### config.mk
export PLATFORM = sky130hd
export DESIGN_NAME = telemetry_frame_builder_core_flat
export DESIGN_NICKNAME = d
export VERILOG_FILES = /design/src/sv/tfb_pkg.sv /design/src/sv/tfb_channels.sv /design/src/sv/tfb_front.sv /design/src/sv/tfb_queue.sv /design/src/sv/tfb_back.sv /design/src/sv/telemetry_frame_builder_core.sv /design/src/flat_wrapper.sv
export SDC_FILE = /design/constraint.sdc
export NUM_CORES = 1
export LEC_CHECK = 0
export BUFFER_PORTS_ARGS = -buffer_cell sky130_fd_sc_hd__buf_2
export CORE_MARGIN = 8
export CORE_UTILIZATION = 35
export CTS_CLUSTER_DIAMETER = 30
export DETAILED_ROUTE_END_ITERATION = 16
export GPL_ROUTABILITY_DRIVEN = 1
export SLEW_MARGIN = 25
export SYNTH_ARGS = -nofsm -noshare
export SYNTH_HDL_FRONTEND = slang
export SYNTH_SLANG_ARGS = --single-unit
export TNS_END_PERCENT = 50
### constraint.sdc
create_clock -name clk -period 5.9 [get_ports clk]
set_input_delay 0.885 -clock clk [delete_from_list [all_inputs] [get_ports clk]]
set_output_delay 0.885 -clock clk [all_outputs]
set_load 0.1 [all_outputs]
### src/sv/tfb_pkg.sv
// ----------------------------------------------------------------------------
// tfb_pkg
// Shared types and constants for the telemetry frame builder.
// ----------------------------------------------------------------------------
package tfb_pkg;

  localparam int BYTE_W      = 8;
  localparam int CFG_INDEX_W = 8;

  localparam logic [CFG_INDEX_W-1:0] REG_HEADER = 8'd0;
  localparam logic [CFG_INDEX_W-1:0] REG_DEST   = 8'd1;

  localparam logic [BYTE_W-1:0] HEADER_RESET = 8'hAA;
  localparam logic [BYTE_W-1:0] DEST_RESET   = 8'hFF;

  localparam int QUEUE_DEPTH = 4;
  localparam int QPTR_W      = $clog2(QUEUE_DEPTH);
  localparam int QCNT_W      = $clog2(QUEUE_DEPTH + 1);

  // One classified payload byte, as handed from the front to the back.
  typedef struct packed {
    logic [BYTE_W-1:0] payload_byte;
    logic [BYTE_W-1:0] function_code;
    logic [BYTE_W-1:0] payload_length;
    logic              with_header;
    logic              with_check;
  } tfb_cmd_t;

  // Front to queue.
  typedef struct packed {
    logic     push;
    tfb_cmd_t cmd;
  } tfb_push_t;

  // Queue head as seen by the back.
  typedef struct packed {
    logic     valid;
    tfb_cmd_t cmd;
  } tfb_head_t;

endpackage

### src/sv/tfb_channels.sv
// ----------------------------------------------------------------------------
// tfb_channels
// Valid/ready channel interfaces for payload input, framed output and the
// configuration write port.
// ----------------------------------------------------------------------------
interface tfb_in_if;
  logic       valid;
  logic       ready;
  logic [7:0] payload_byte;
  logic [7:0] function_code;
  logic [7:0] payload_length;
  logic       first_of_frame;
  logic       last_of_frame;

  modport source (
    output valid, payload_byte, function_code, payload_length,
           first_of_frame, last_of_frame,
    input  ready
  );
  modport sink (
    input  valid, payload_byte, function_code, payload_length,
           first_of_frame, last_of_frame,
    output ready
  );
endinterface

interface tfb_out_if;
  logic       valid;
  logic       ready;
  logic [7:0] out_byte;
  logic       end_of_frame;

  modport source (output valid, out_byte, end_of_frame, input ready);
  modport sink (input valid, out_byte, end_of_frame, output ready);
endinterface

interface tfb_cfg_if;
  logic       valid;
  logic       ready;
  logic [7:0] index;
  logic [7:0] data;

  modport source (output valid, index, data, input ready);
  modport sink (input valid, index, data, output ready);
endinterface

### src/sv/tfb_front.sv
// ----------------------------------------------------------------------------
// tfb_front
// Accepts payload bytes and classifies each into a command for the back:
// whether a header precedes it and whether check bytes follow it.
// ----------------------------------------------------------------------------
module tfb_front (
  tfb_in_if.sink          items,
  input  logic            queue_full,
  output tfb_pkg::tfb_push_t push
);
  import tfb_pkg::*;

  assign items.ready = ~queue_full;

  always_comb begin
    push.push               = items.valid & ~queue_full;
    push.cmd.payload_byte   = items.payload_byte;
    push.cmd.function_code  = items.function_code;
    push.cmd.payload_length = items.payload_length;
    push.cmd.with_header    = items.first_of_frame;
    push.cmd.with_check     = items.last_of_frame;
  end

endmodule

### src/sv/tfb_queue.sv
// ----------------------------------------------------------------------------
// tfb_queue
// Short command queue between front and back.
// ----------------------------------------------------------------------------
module tfb_queue (
  input  logic               clk,
  input  logic               rst,
  input  tfb_pkg::tfb_push_t push,
  input  logic               pop,
  output logic               full,
  output tfb_pkg::tfb_head_t head
);
  import tfb_pkg::*;

  tfb_cmd_t          mem [QUEUE_DEPTH];
  logic [QPTR_W-1:0] wr_ptr;
  logic [QPTR_W-1:0] rd_ptr;
  logic [QCNT_W-1:0] count;
  logic              do_pop;

  assign full       = (count == QCNT_W'(QUEUE_DEPTH));
  assign head.valid = (count != '0);
  assign head.cmd   = mem[rd_ptr];
  assign do_pop     = pop & head.valid;

  always_ff @(posedge clk) begin
    if (push.push) begin
      mem[wr_ptr] <= push.cmd;
    end
  end

  always_ff @(posedge clk) begin
    if (rst) begin
      wr_ptr <= '0;
      rd_ptr <= '0;
      count  <= '0;
    end else begin
      if (push.push) begin
        wr_ptr <= wr_ptr + QPTR_W'(1);
      end
      if (do_pop) begin
        rd_ptr <= rd_ptr + QPTR_W'(1);
      end
      case ({push.push, do_pop})
        2'b10:   count <= count + QCNT_W'(1);
        2'b01:   count <= count - QCNT_W'(1);
        default: count <= count;
      endcase
    end
  end

endmodule

### src/sv/tfb_back.sv
// ----------------------------------------------------------------------------
// tfb_back
// Sequences each command into framed bytes, keeps the running sum and sum of
// sums, and holds the result in an output register.
// ----------------------------------------------------------------------------
module tfb_back (
  input  logic               clk,
  input  logic               rst,
  input  tfb_pkg::tfb_head_t head,
  output logic               pop,
  tfb_cfg_if.sink            cfg,
  tfb_out_if.source          frames
);
  import tfb_pkg::*;

  localparam logic [2:0] PH_HDR  = 3'd0;
  localparam logic [2:0] PH_ADDR = 3'd1;
  localparam logic [2:0] PH_CODE = 3'd2;
  localparam logic [2:0] PH_LEN  = 3'd3;
  localparam logic [2:0] PH_DATA = 3'd4;
  localparam logic [2:0] PH_SUM  = 3'd5;
  localparam logic [2:0] PH_SOS  = 3'd6;

  logic [BYTE_W-1:0] header_byte;
  logic [BYTE_W-1:0] dest_address;
  logic [BYTE_W-1:0] running_sum;
  logic [BYTE_W-1:0] running_sum_of_sums;
  logic [2:0]        phase;
  logic              mid;
  logic              out_valid;
  logic [BYTE_W-1:0] out_byte;
  logic              end_of_frame;

  logic [2:0]        cur_phase;
  logic [2:0]        phase_next;
  logic              mid_next;
  logic              emit;
  logic              checked;
  logic              eof;
  logic [BYTE_W-1:0] sel_byte;
  logic [BYTE_W-1:0] sum_base;
  logic [BYTE_W-1:0] sos_base;
  logic [BYTE_W-1:0] running_sum_next;
  logic [BYTE_W-1:0] running_sum_of_sums_next;

  assign cfg.ready = 1'b1;

  always_ff @(posedge clk) begin
    if (rst) begin
      header_byte  <= HEADER_RESET;
      dest_address <= DEST_RESET;
    end else if (cfg.valid) begin
      case (cfg.index)
        REG_HEADER: header_byte  <= cfg.data;
        REG_DEST:   dest_address <= cfg.data;
        default:    ;
      endcase
    end
  end

  // A fresh head starts at the header or straight at the payload byte.
  assign cur_phase = mid ? phase : (head.cmd.with_header ? PH_HDR : PH_DATA);
  assign emit      = head.valid & (~out_valid | frames.ready);

  always_comb begin
    sel_byte   = head.cmd.payload_byte;
    checked    = 1'b1;
    eof        = 1'b0;
    pop        = 1'b0;
    phase_next = cur_phase;
    mid_next   = 1'b1;
    case (cur_phase)
      PH_HDR: begin
        sel_byte   = header_byte;
        phase_next = PH_ADDR;
      end
      PH_ADDR: begin
        sel_byte   = dest_address;
        phase_next = PH_CODE;
      end
      PH_CODE: begin
        sel_byte   = head.cmd.function_code;
        phase_next = PH_LEN;
      end
      PH_LEN: begin
        sel_byte   = head.cmd.payload_length;
        phase_next = PH_DATA;
      end
      PH_DATA: begin
        sel_byte = head.cmd.payload_byte;
        if (head.cmd.with_check) begin
          phase_next = PH_SUM;
        end else begin
          pop      = emit;
          mid_next = 1'b0;
        end
      end
      PH_SUM: begin
        sel_byte   = running_sum;
        checked    = 1'b0;
        phase_next = PH_SOS;
      end
      PH_SOS: begin
        sel_byte = running_sum_of_sums;
        checked  = 1'b0;
        eof      = 1'b1;
        pop      = emit;
        mid_next = 1'b0;
      end
      default: begin
        checked  = 1'b0;
        mid_next = 1'b0;
      end
    endcase
  end

  // Clear the checks on the header byte of a new frame.
  assign sum_base                 = (cur_phase == PH_HDR) ? '0 : running_sum;
  assign sos_base                 = (cur_phase == PH_HDR) ? '0 : running_sum_of_sums;
  assign running_sum_next         = sum_base + sel_byte;
  assign running_sum_of_sums_next = sos_base + running_sum_next;

  always_ff @(posedge clk) begin
    if (rst) begin
      running_sum         <= '0;
      running_sum_of_sums <= '0;
      phase               <= PH_HDR;
      mid                 <= 1'b0;
      out_valid           <= 1'b0;
    end else begin
      if (emit) begin
        phase <= phase_next;
        mid   <= mid_next;
        if (checked) begin
          running_sum         <= running_sum_next;
          running_sum_of_sums <= running_sum_of_sums_next;
        end
      end
      if (emit) begin
        out_valid <= 1'b1;
      end else if (frames.ready) begin
        out_valid <= 1'b0;
      end
    end
  end

  always_ff @(posedge clk) begin
    if (emit) begin
      out_byte     <= sel_byte;
      end_of_frame <= eof;
    end
  end

  assign frames.valid        = out_valid;
  assign frames.out_byte     = out_byte;
  assign frames.end_of_frame = end_of_frame;

endmodule

### src/sv/telemetry_frame_builder_core.sv
// ----------------------------------------------------------------------------
// telemetry_frame_builder_core
// Frames a payload byte stream with header, address, code, length and two
// check bytes (wrapping sum, then sum of sums).
// ----------------------------------------------------------------------------
// Usage:
//   items  : payload bytes with first/last marks; function_code and
//            payload_length are used only on a first byte.
//   frames : framed output bytes; end_of_frame marks the sum-of-sums byte.
//   cfg    : register writes (index 0 header byte, 1 destination address);
//            always ready, other indexes are ignored.
// A byte is written into the queue when it is transferred and passes the
// output register before it appears on frames. The output sequencer sets
// the rate: it emits one output byte per cycle while frames accepts, a first
// byte adding header, address, code and length and a last byte the two check
// bytes, and a 4-entry queue lets items keep arriving while those bytes drain.
// When frames stalls, the output register holds its byte, the queue fills
// and items.ready drops once it is full.
// Reset clears the queue, the sequencer and both checks, and restores the
// registers to header 0xAA and address 0xFF.
// ----------------------------------------------------------------------------
module telemetry_frame_builder_core (
  input  logic       clk,
  input  logic       rst,
  tfb_in_if.sink     items,
  tfb_out_if.source  frames,
  tfb_cfg_if.sink    cfg
);
  import tfb_pkg::*;

  tfb_push_t push;
  tfb_head_t head;
  logic      queue_full;
  logic      pop;

  tfb_front u_front (
    .items      (items),
    .queue_full (queue_full),
    .push       (push)
  );

  tfb_queue u_queue (
    .clk  (clk),
    .rst  (rst),
    .push (push),
    .pop  (pop),
    .full (queue_full),
    .head (head)
  );

  tfb_back u_back (
    .clk    (clk),
    .rst    (rst),
    .head   (head),
    .pop    (pop),
    .cfg    (cfg),
    .frames (frames)
  );

endmodule
### src/flat_wrapper.sv
// flat-port wrapper written by rule: the top's interface ports become plain ports
module telemetry_frame_builder_core_flat import tfb_pkg::*;
  (clk, rst, items_valid, items_payload_byte, items_function_code, items_payload_length, items_first_of_frame, items_last_of_frame, items_ready, frames_valid, frames_out_byte, frames_end_of_frame, frames_ready, cfg_valid, cfg_index, cfg_data, cfg_ready);
  tfb_in_if items_i ();
  tfb_out_if frames_i ();
  tfb_cfg_if cfg_i ();
  input  logic clk;
  input  logic rst;
  input wire logic [$bits(items_i.valid)-1:0] items_valid;
  input wire logic [$bits(items_i.payload_byte)-1:0] items_payload_byte;
  input wire logic [$bits(items_i.function_code)-1:0] items_function_code;
  input wire logic [$bits(items_i.payload_length)-1:0] items_payload_length;
  input wire logic [$bits(items_i.first_of_frame)-1:0] items_first_of_frame;
  input wire logic [$bits(items_i.last_of_frame)-1:0] items_last_of_frame;
  output wire logic [$bits(items_i.ready)-1:0] items_ready;
  output wire logic [$bits(frames_i.valid)-1:0] frames_valid;
  output wire logic [$bits(frames_i.out_byte)-1:0] frames_out_byte;
  output wire logic [$bits(frames_i.end_of_frame)-1:0] frames_end_of_frame;
  input wire logic [$bits(frames_i.ready)-1:0] frames_ready;
  input wire logic [$bits(cfg_i.valid)-1:0] cfg_valid;
  input wire logic [$bits(cfg_i.index)-1:0] cfg_index;
  input wire logic [$bits(cfg_i.data)-1:0] cfg_data;
  output wire logic [$bits(cfg_i.ready)-1:0] cfg_ready;
  assign items_i.valid = items_valid;
  assign items_i.payload_byte = items_payload_byte;
  assign items_i.function_code = items_function_code;
  assign items_i.payload_length = items_payload_length;
  assign items_i.first_of_frame = items_first_of_frame;
  assign items_i.last_of_frame = items_last_of_frame;
  assign items_ready = items_i.ready;
  assign frames_valid = frames_i.valid;
  assign frames_out_byte = frames_i.out_byte;
  assign frames_end_of_frame = frames_i.end_of_frame;
  assign frames_i.ready = frames_ready;
  assign cfg_i.valid = cfg_valid;
  assign cfg_i.index = cfg_index;
  assign cfg_i.data = cfg_data;
  assign cfg_ready = cfg_i.ready;
  telemetry_frame_builder_core u_core (.clk(clk), .rst(rst), .items(items_i), .frames(frames_i), .cfg(cfg_i));
endmodule
**Word level (Yosys, flattened, before mapping)**

Memories as Yosys holds them, arrays and structs flattened. A register that Yosys moved wholly into a read port is not among the register bits.
Index checks and enable logic that the tools add are counted.

- Bits in registers: 53
- RAM bits: 104
- Input bits: 47
- Word-level logic and storage cells: 65
- Memories kept: 1

Memory list:

| name | depth | bits a word | read ports | clocked after memory_dff | write ports | RTL line | text |
|---|---|---|---|---|---|---|---|
| u_core.u_queue.mem | 4 | 26 | 1 | 1 | 1 | tfb_queue.sv:15 | `tfb_cmd_t mem [QUEUE_DEPTH];` |

- Add/subtract/negate cells: 6
- Equality and inequality tests: 10
- Muxes and demuxes: 20
- Bitwise gates (word level): 6
- Reduce and logical (&&, ||, !) cells: 10

Operator list:

| kind | count |
|---|---|
| 8-bit case mux with 6 select lines | 1 |
| 3-bit case mux with 6 select lines | 1 |
| 8-bit adder | 2 |
| 8-bit two-way mux | 2 |
| 3-bit == test, second input constant | 4 |
| 5-bit OR reduction | 2 |
| 3-bit two-way mux | 3 |
| 8-bit by 1-bit == test with 1-bit output, second input constant | 1 |
| 8-bit logical NOT | 1 |
| 1-bit two-way mux | 8 |
| 3-bit by 2-bit == test with 1-bit output, second input constant | 2 |
| 3-bit case mux with 2 select lines | 1 |
| 2-bit AND reduction | 3 |
| 2-bit by 1-bit adder with 2-bit output, second input constant | 2 |
| 2-bit two-way mux | 2 |
| 1-bit case mux with 2 select lines | 2 |
| 2-bit nonzero test | 2 |
| 3-bit by 1-bit adder with 3-bit output, second input constant | 1 |
| 1-bit bitwise AND | 3 |
| 3-bit by 1-bit == test with 1-bit output, second input constant | 1 |
| 3-bit logical NOT | 1 |
| 3-bit nonzero test | 1 |
| 3-bit by 1-bit subtractor with 3-bit output, second input constant | 1 |
| 2-bit by 1-bit == test with 1-bit output, second input constant | 1 |
| other kinds (3) | 4 |

**Logic depth before layout (Yosys ltp)**

- Word-level depth: 8
- Depth in mapped cells: 22

**Cells and area by module**

Synthesis repeated with hierarchy kept, for this count alone.

- Cells, all modules: 568
- Area total of the unflattened synthesis: 7392.1 sq um

By module, submodules not included:

| module | times used | cells each | area an instance (sq um) | sequential area each (sq um) |
|---|---|---|---|---|
| tfb_queue | 1 | 184 | 4246.6 | 3303.2 |
| tfb_back | 1 | 356 | 2940.3 | 1011.0 |
| tfb_front | 1 | 28 | 205.2 | 0.0 |

**Least setup slack after synthesis**

No wires, ideal clock.

- Path kind: reg-to-reg
- From: register (tool-made name)
- To: register u_core.u_back.running_sum_of_sums[7]
- Setup time: 131 ps
- Arrival: 4290 ps
- Slack: 1479 ps
- Cell stages (with the launch flop): 21
- Path buffers: 3
- Period minus slack after synthesis: 4421 ps
- Cell sequence: dfxtp_1 > clkbuf_1 > clkbuf_1 > clkbuf_1 > mux4_2 > a221oi_1 > o21ai_0 > a21o_1 > ha_1 > inv_1 > fa_1 > inv_1 > ha_1 > a21o_1 > a211oi_1 > o21bai_1 > a21o_1 > a21oi_1 > xnor2_1 > a21oi_1 > o32ai_1

RTL lines:

| element | RTL line | text |
|---|---|---|
| to (signal assigned) | tfb_back.sv:136 | `running_sum_of_sums <= running_sum_of_sums_next;` |
| to (decl) | tfb_back.sv:27 | `logic [BYTE_W-1:0] running_sum_of_sums;` |

**Worst setup path in the final report**

- From: register u_core.u_back.mid
- To: register u_core.u_back.running_sum_of_sums[7]

- Cells in the longest elaborated chain, start to end: 5
- Elaborated cells between the ends (all ways): 16
- Classes of those cells: 2 x add/sub; 6 x eq/ne; 5 x mux; 3 x reduce/logical

Ends and longest elaborated chain:

| element | RTL line | text |
|---|---|---|
| from (decl) | tfb_back.sv:29 | `logic mid;` |
| from (signal assigned) | tfb_back.sv:133 | `mid <= mid_next;` |
| 3-bit two-way mux (*) | tfb_back.sv:62 | `assign cur_phase = mid ? phase : (head.cmd.with_header ? PH_HDR : PH_DATA);` |
| 3-bit == test, or another cell as far along | tfb_back.sv:72 | `case (cur_phase)` |
| 8-bit case mux with 6 select lines (*) | tfb_back.sv:72 |  |
| via u_core.u_back.sel_byte[0] | tfb_back.sv:40 | `logic [BYTE_W-1:0] sel_byte;` |
| 8-bit adder (*) | tfb_back.sv:120 | `assign running_sum_next = sum_base + sel_byte;` |
| via u_core.u_back.running_sum_next[4] | tfb_back.sv:43 | `logic [BYTE_W-1:0] running_sum_next;` |
| 8-bit adder (*) | tfb_back.sv:121 | `assign running_sum_of_sums_next = sos_base + running_sum_next;` |

The timed path passes the listed nets; every way through them passes the cells marked *.
A chain may end at the register's enable or synchronous reset.

==> parameters.txt <==
Parameter                              Value

Status
  Result of the run    completed

GRT
  Largest net degree at the start of global routing    47
  Antenna violations before repair    0
  First-pass GRT wire length    24400 µm
  Overall routing resource usage    12.9%
  Number of global-route vias before repair    4486
  Total gr overflow    0

Logic synthesis
  Most common flop cell mapped by yosys    sky130_fd_sc_hd__edfxtp_1
  Number of enable flip-flop cells after synthesis    113
  FFs w/ async S/R, synth    0%
  Yosys reg bits    159
  Library cells used by synthesis    54
  Yosys warning total    0
  Post-synthesis instance area    0.00710 mm²
  Syn avg cell area    13.4 µm²
  Synthesized instance count    529
  Sequential share of the synthesized area    60.8%
  Post-Syn Nets    598

Cells and area
  Area added between synthesis and finish    16.9%
  Number of nets in the layout    659
  Footprint of the multi-input gates    0.00259 mm²
  Antenna diodes    0
  Post-route core utilization    41.3%
  Non-Filler Instances    873
  Fill cells    1864
  Sequential cell area    0.00432 mm²
  Layout cell share with drive strength beyond 1    22.7%

Worst setup path
  Data required time of the worst path    6180 ps
  WP depth    21
  Cell count of the worst reg-to-reg path    21
  FF-to-FF End    u_core.u_back.running_sum_of_sums[7]$_SDFFE_PP0P_
  Capturing element of the worst setup path    u_core.u_back.running_sum_of_sums[7]$_SDFFE_PP0P_
  Reg-to-Reg Start    u_core.u_back.mid$_SDFFE_PP0P_
  Max stage delay on crit path    690 ps
  Startpoint class of the critical path    flop
  Startpoint of the worst setup timing path    u_core.u_back.mid$_SDFFE_PP0P_
  Cell family with most CP delay    compound AO/OA/AOI/OAI gates
  Register-to-register setup slack    1250 ps
  Cell type of the slowest stage on the worst timing path    sky130_fd_sc_hd__dfxtp_1
  Cell breakdown of the critical path    nand2_1, o32a_2, nor2b_1, a221oi_1, o21ai_0, a21o_1, ha_1, inv_1, fa_1, nor2b_1, o21ai_0, a21oi_1, nor2_1, ha_1, o21ai_0, o21bai_1, a21o_1, a21oi_1, xnor2_1, a21oi_1, o32ai_1
  Sum of buffers and inverters on the critical path    1
  Start-to-end type of the worst setup path    reg -> reg
  Endpoint arrival time on the critical path    4940 ps
  Sort of element at the end of the critical path    flop
  CP Max Fanout    20

Flow run
  Number of max-cap violations    0

STA
  Worst hold margin    463 ps
  Count of final hold-check violations    0
  Max Clock Freq    215 MHz
  Number of slew-limit violations in the final report    0
  Post-Route Skew    11.8 ps
  Shortest period the worst path allows    4650 ps
  Ratio of final minimum period to clock period    78.9%
  Final setup violating endpoints    0
  Setup_tns    0 ps
  RSZ-0062 raised after global routing    false
  Max-slew headroom    31.2%
  Slew at the pin with the worst max-slew slack    1030 ps

Die
  Starting Density    35.3%
  Chip Width    158 µm
  Core footprint    0.0201 mm²
  Die span in y    158 µm
  DIE AREA    0.0251 mm²
  Ports placed on the boundary    59
  Standard-cell row count    52

Detailed routing
  Total vias in the final route    4380
  DRC errors left    0
  Avg Vias per Cell    5.02
  Average routed wire per standard cell    17.5 µm
  WL final    15300 µm
  Post-route ant nets    0
  Iteration-0 DRC count of the detailed router    254
  Number of iterations in the first detailed-routing pass    4

Clock network
  Clock tree from TritonCTS    yes
  Clock input transition at the sequential cells of the worst setup and hold paths    70 ps
  Clock latency on the worst-skew pair    440 ps
  Max Root-Sink Buffers    2
  Maximum level of the CTS H-tree    4
  CTS buffer count    17
  Root buffer cell    sky130_fd_sc_hd__clkbuf_16
  Post-CTS Hold Buffers    0
  Post-CTS setup repair buffer count    0
  Count of instances resized after the clock tree is built    0
  Number of sinks handled by clock tree synthesis    159

Place
  PortBufs    57
  Placed cell count    841
  HPWL Detailed    10600 µm
  Placer congestion estimate    0.864

Pwr
  Areal power density over the cells    503 mW/mm²
  Static leakage    2.99 nW
  Worst-case vdd ir drop    0.262 mV
  Power, Total    4.18 mW

Worst hold path
  Worst hold path class    reg -> reg
==> Yosys cell counts (7+ instances only) <==
| library cell | n | share of area, % |
|---|---|---|
| sky130_fd_sc_hd__dfxtp_1 | 46 | 13 |
| sky130_fd_sc_hd__xnor2_1 | 12 | 1.5 |
| sky130_fd_sc_hd__ha_1 | 19 | 3.3 |
| sky130_fd_sc_hd__nor2b_1 | 13 | 1.1 |
| sky130_fd_sc_hd__a211oi_1 | 7 | 0.74 |
| sky130_fd_sc_hd__mux2i_1 | 8 | 1.1 |
| sky130_fd_sc_hd__clkbuf_1 | 18 | 0.95 |
| sky130_fd_sc_hd__and2_1 | 15 | 1.3 |
| sky130_fd_sc_hd__edfxtp_1 | 113 | 48 |
| sky130_fd_sc_hd__and3_1 | 7 | 0.62 |
| sky130_fd_sc_hd__inv_1 | 22 | 1.2 |
| sky130_fd_sc_hd__a21o_1 | 10 | 1.1 |
| sky130_fd_sc_hd__mux4_2 | 22 | 7.0 |
| sky130_fd_sc_hd__nor2_1 | 42 | 2.2 |
| sky130_fd_sc_hd__o21ai_0 | 17 | 1.2 |
| sky130_fd_sc_hd__nand2_1 | 37 | 2.0 |
| sky130_fd_sc_hd__a211o_1 | 12 | 1.5 |
| sky130_fd_sc_hd__a21oi_1 | 31 | 2.2 |
==> how the worst min path moves through the flow <==
stage                                                  to                                  startpoint  depth (start not counted)
2_1_floorplan  u_core.u_back.dest_address[2]$_SDFFE_PP1P_  u_core.u_back.dest_address[2]$_SDFFE_PP1P_                          1
3_3_place_gp   u_core.u_back.dest_address[5]$_SDFFE_PP1P_  u_core.u_back.dest_address[5]$_SDFFE_PP1P_                          1
3_5_place_dp   u_core.u_back.dest_address[2]$_SDFFE_PP1P_  u_core.u_back.dest_address[2]$_SDFFE_PP1P_                          1
4_1_cts        u_core.u_back.dest_address[6]$_SDFFE_PP1P_  u_core.u_back.dest_address[6]$_SDFFE_PP1P_                          1
5_1_grt        u_core.u_back.dest_address[6]$_SDFFE_PP1P_  u_core.u_back.dest_address[6]$_SDFFE_PP1P_                          1
6_report       u_core.u_back.dest_address[6]$_SDFFE_PP1P_  u_core.u_back.dest_address[6]$_SDFFE_PP1P_                          1
==> flip-flops by register name, indices dropped and copies added, names as in the netlist, named ones only <==
signal,count
u_core.u_back.mid,1
u_core.u_back.running_sum_of_sums,8
u_core.u_back.header_byte,8
u_core.u_queue.mem,104
u_core.u_back.frames.end_of_frame,1
u_core.u_queue.rd_ptr,2
u_core.u_queue.count,3
u_core.u_back.dest_address,8
u_core.u_back.phase,3
u_core.u_queue.wr_ptr,2
u_core.u_back.frames.valid,1
u_core.u_back.running_sum,8
u_core.u_back.frames.out_byte,8
==> final cells by class <==
type / count / share of cell area, %
sequential: 159 / 52.0
multi-input combinational: 321 / 31.2
clock buffer: 17 / 5.13
timing repair buffer: 69 / 4.52
tap: 270 / 4.07
clock inverter: 15 / 2.10
inverter: 22 / 0.995
==> worst reg2reg max path: stages, from the launching register on <==
cell and delay, ps:
sky130_fd_sc_hd__dfxtp_1 690, sky130_fd_sc_hd__nand2_1 350, sky130_fd_sc_hd__o32a_2 560, sky130_fd_sc_hd__nor2b_1 140, sky130_fd_sc_hd__a221oi_1 60, sky130_fd_sc_hd__o21ai_0 110, sky130_fd_sc_hd__a21o_1 140, sky130_fd_sc_hd__ha_1 180
sky130_fd_sc_hd__inv_1 70, sky130_fd_sc_hd__fa_1 420, sky130_fd_sc_hd__nor2b_1 120, sky130_fd_sc_hd__o21ai_0 100, sky130_fd_sc_hd__a21oi_1 240, sky130_fd_sc_hd__nor2_1 100, sky130_fd_sc_hd__ha_1 340, sky130_fd_sc_hd__o21ai_0 90
sky130_fd_sc_hd__o21bai_1 110, sky130_fd_sc_hd__a21o_1 190, sky130_fd_sc_hd__a21oi_1 170, sky130_fd_sc_hd__xnor2_1 100, sky130_fd_sc_hd__a21oi_1 150, sky130_fd_sc_hd__o32ai_1 80
==> where the power goes <==
| part | total [mW] | switching, mW | internal (mW) |
|---|---|---|---|
| registers | 1.48 | 0.0944 | 1.39 |
| clock network | 1.11 | 0.473 | 0.636 |
| logic | 1.59 | 1.03 | 0.555 |
==> cells in the final DEF, fill, tap and decap left out, drive strengths merged, types with 5 or more instances in the layout <==
cell	synthesis	routed
edfxtp	113	113
buf	9	69
dfxtp	46	46
nor2	42	42
nand2	37	37
a21oi	32	32
inv	22	29
mux4	26	26
ha	19	19
o21ai	18	18
clkbuf	18	17
and2	15	15
nor2b	13	13
xnor2	12	12
a211o	12	12
a21o	10	10
mux2i	8	8
and3	7	7
a211oi	7	7
nand3	6	6
a221oi	6	6
nand2b	5	5
xor2	5	5
clkinv	0	5
==> kinds of logic after synthesis <==
family | synth area share [%]
AND/OR/NAND/NOR | 8.78
buffers and inverters | 2.89
multiplexers | 10.2
adder cells (fa/ha/maj) | 4.19
flip-flops | 60.8
other | 0.0528
AO/OA/AOI/OAI | 11.0
XOR/XNOR | 2.10
==> through the flow <==
stage / setup slack (ps) / area (µm²)
2_1_floorplan: 1480 / 7100
3_3_place_gp: 1440 / 7700
3_5_place_dp: 1340 / 7700
4_1_cts: 1310 / 8300
5_1_grt: 836 / 8300
6_report: 1250 / 8300
==> routing by layer <==
layer | vias to the layer above | track usage [%] | wire length (µm)
met5 | - | 0 | 0
met4 | 0 | 5.52 | 340
met3 | 21 | 3.47 | 776
met2 | 104 | 20.6 | 7280
met1 | 2149 | 16.4 | 6890
li1 | 2106 | - | -
Power figures use the tool's default switching activity.
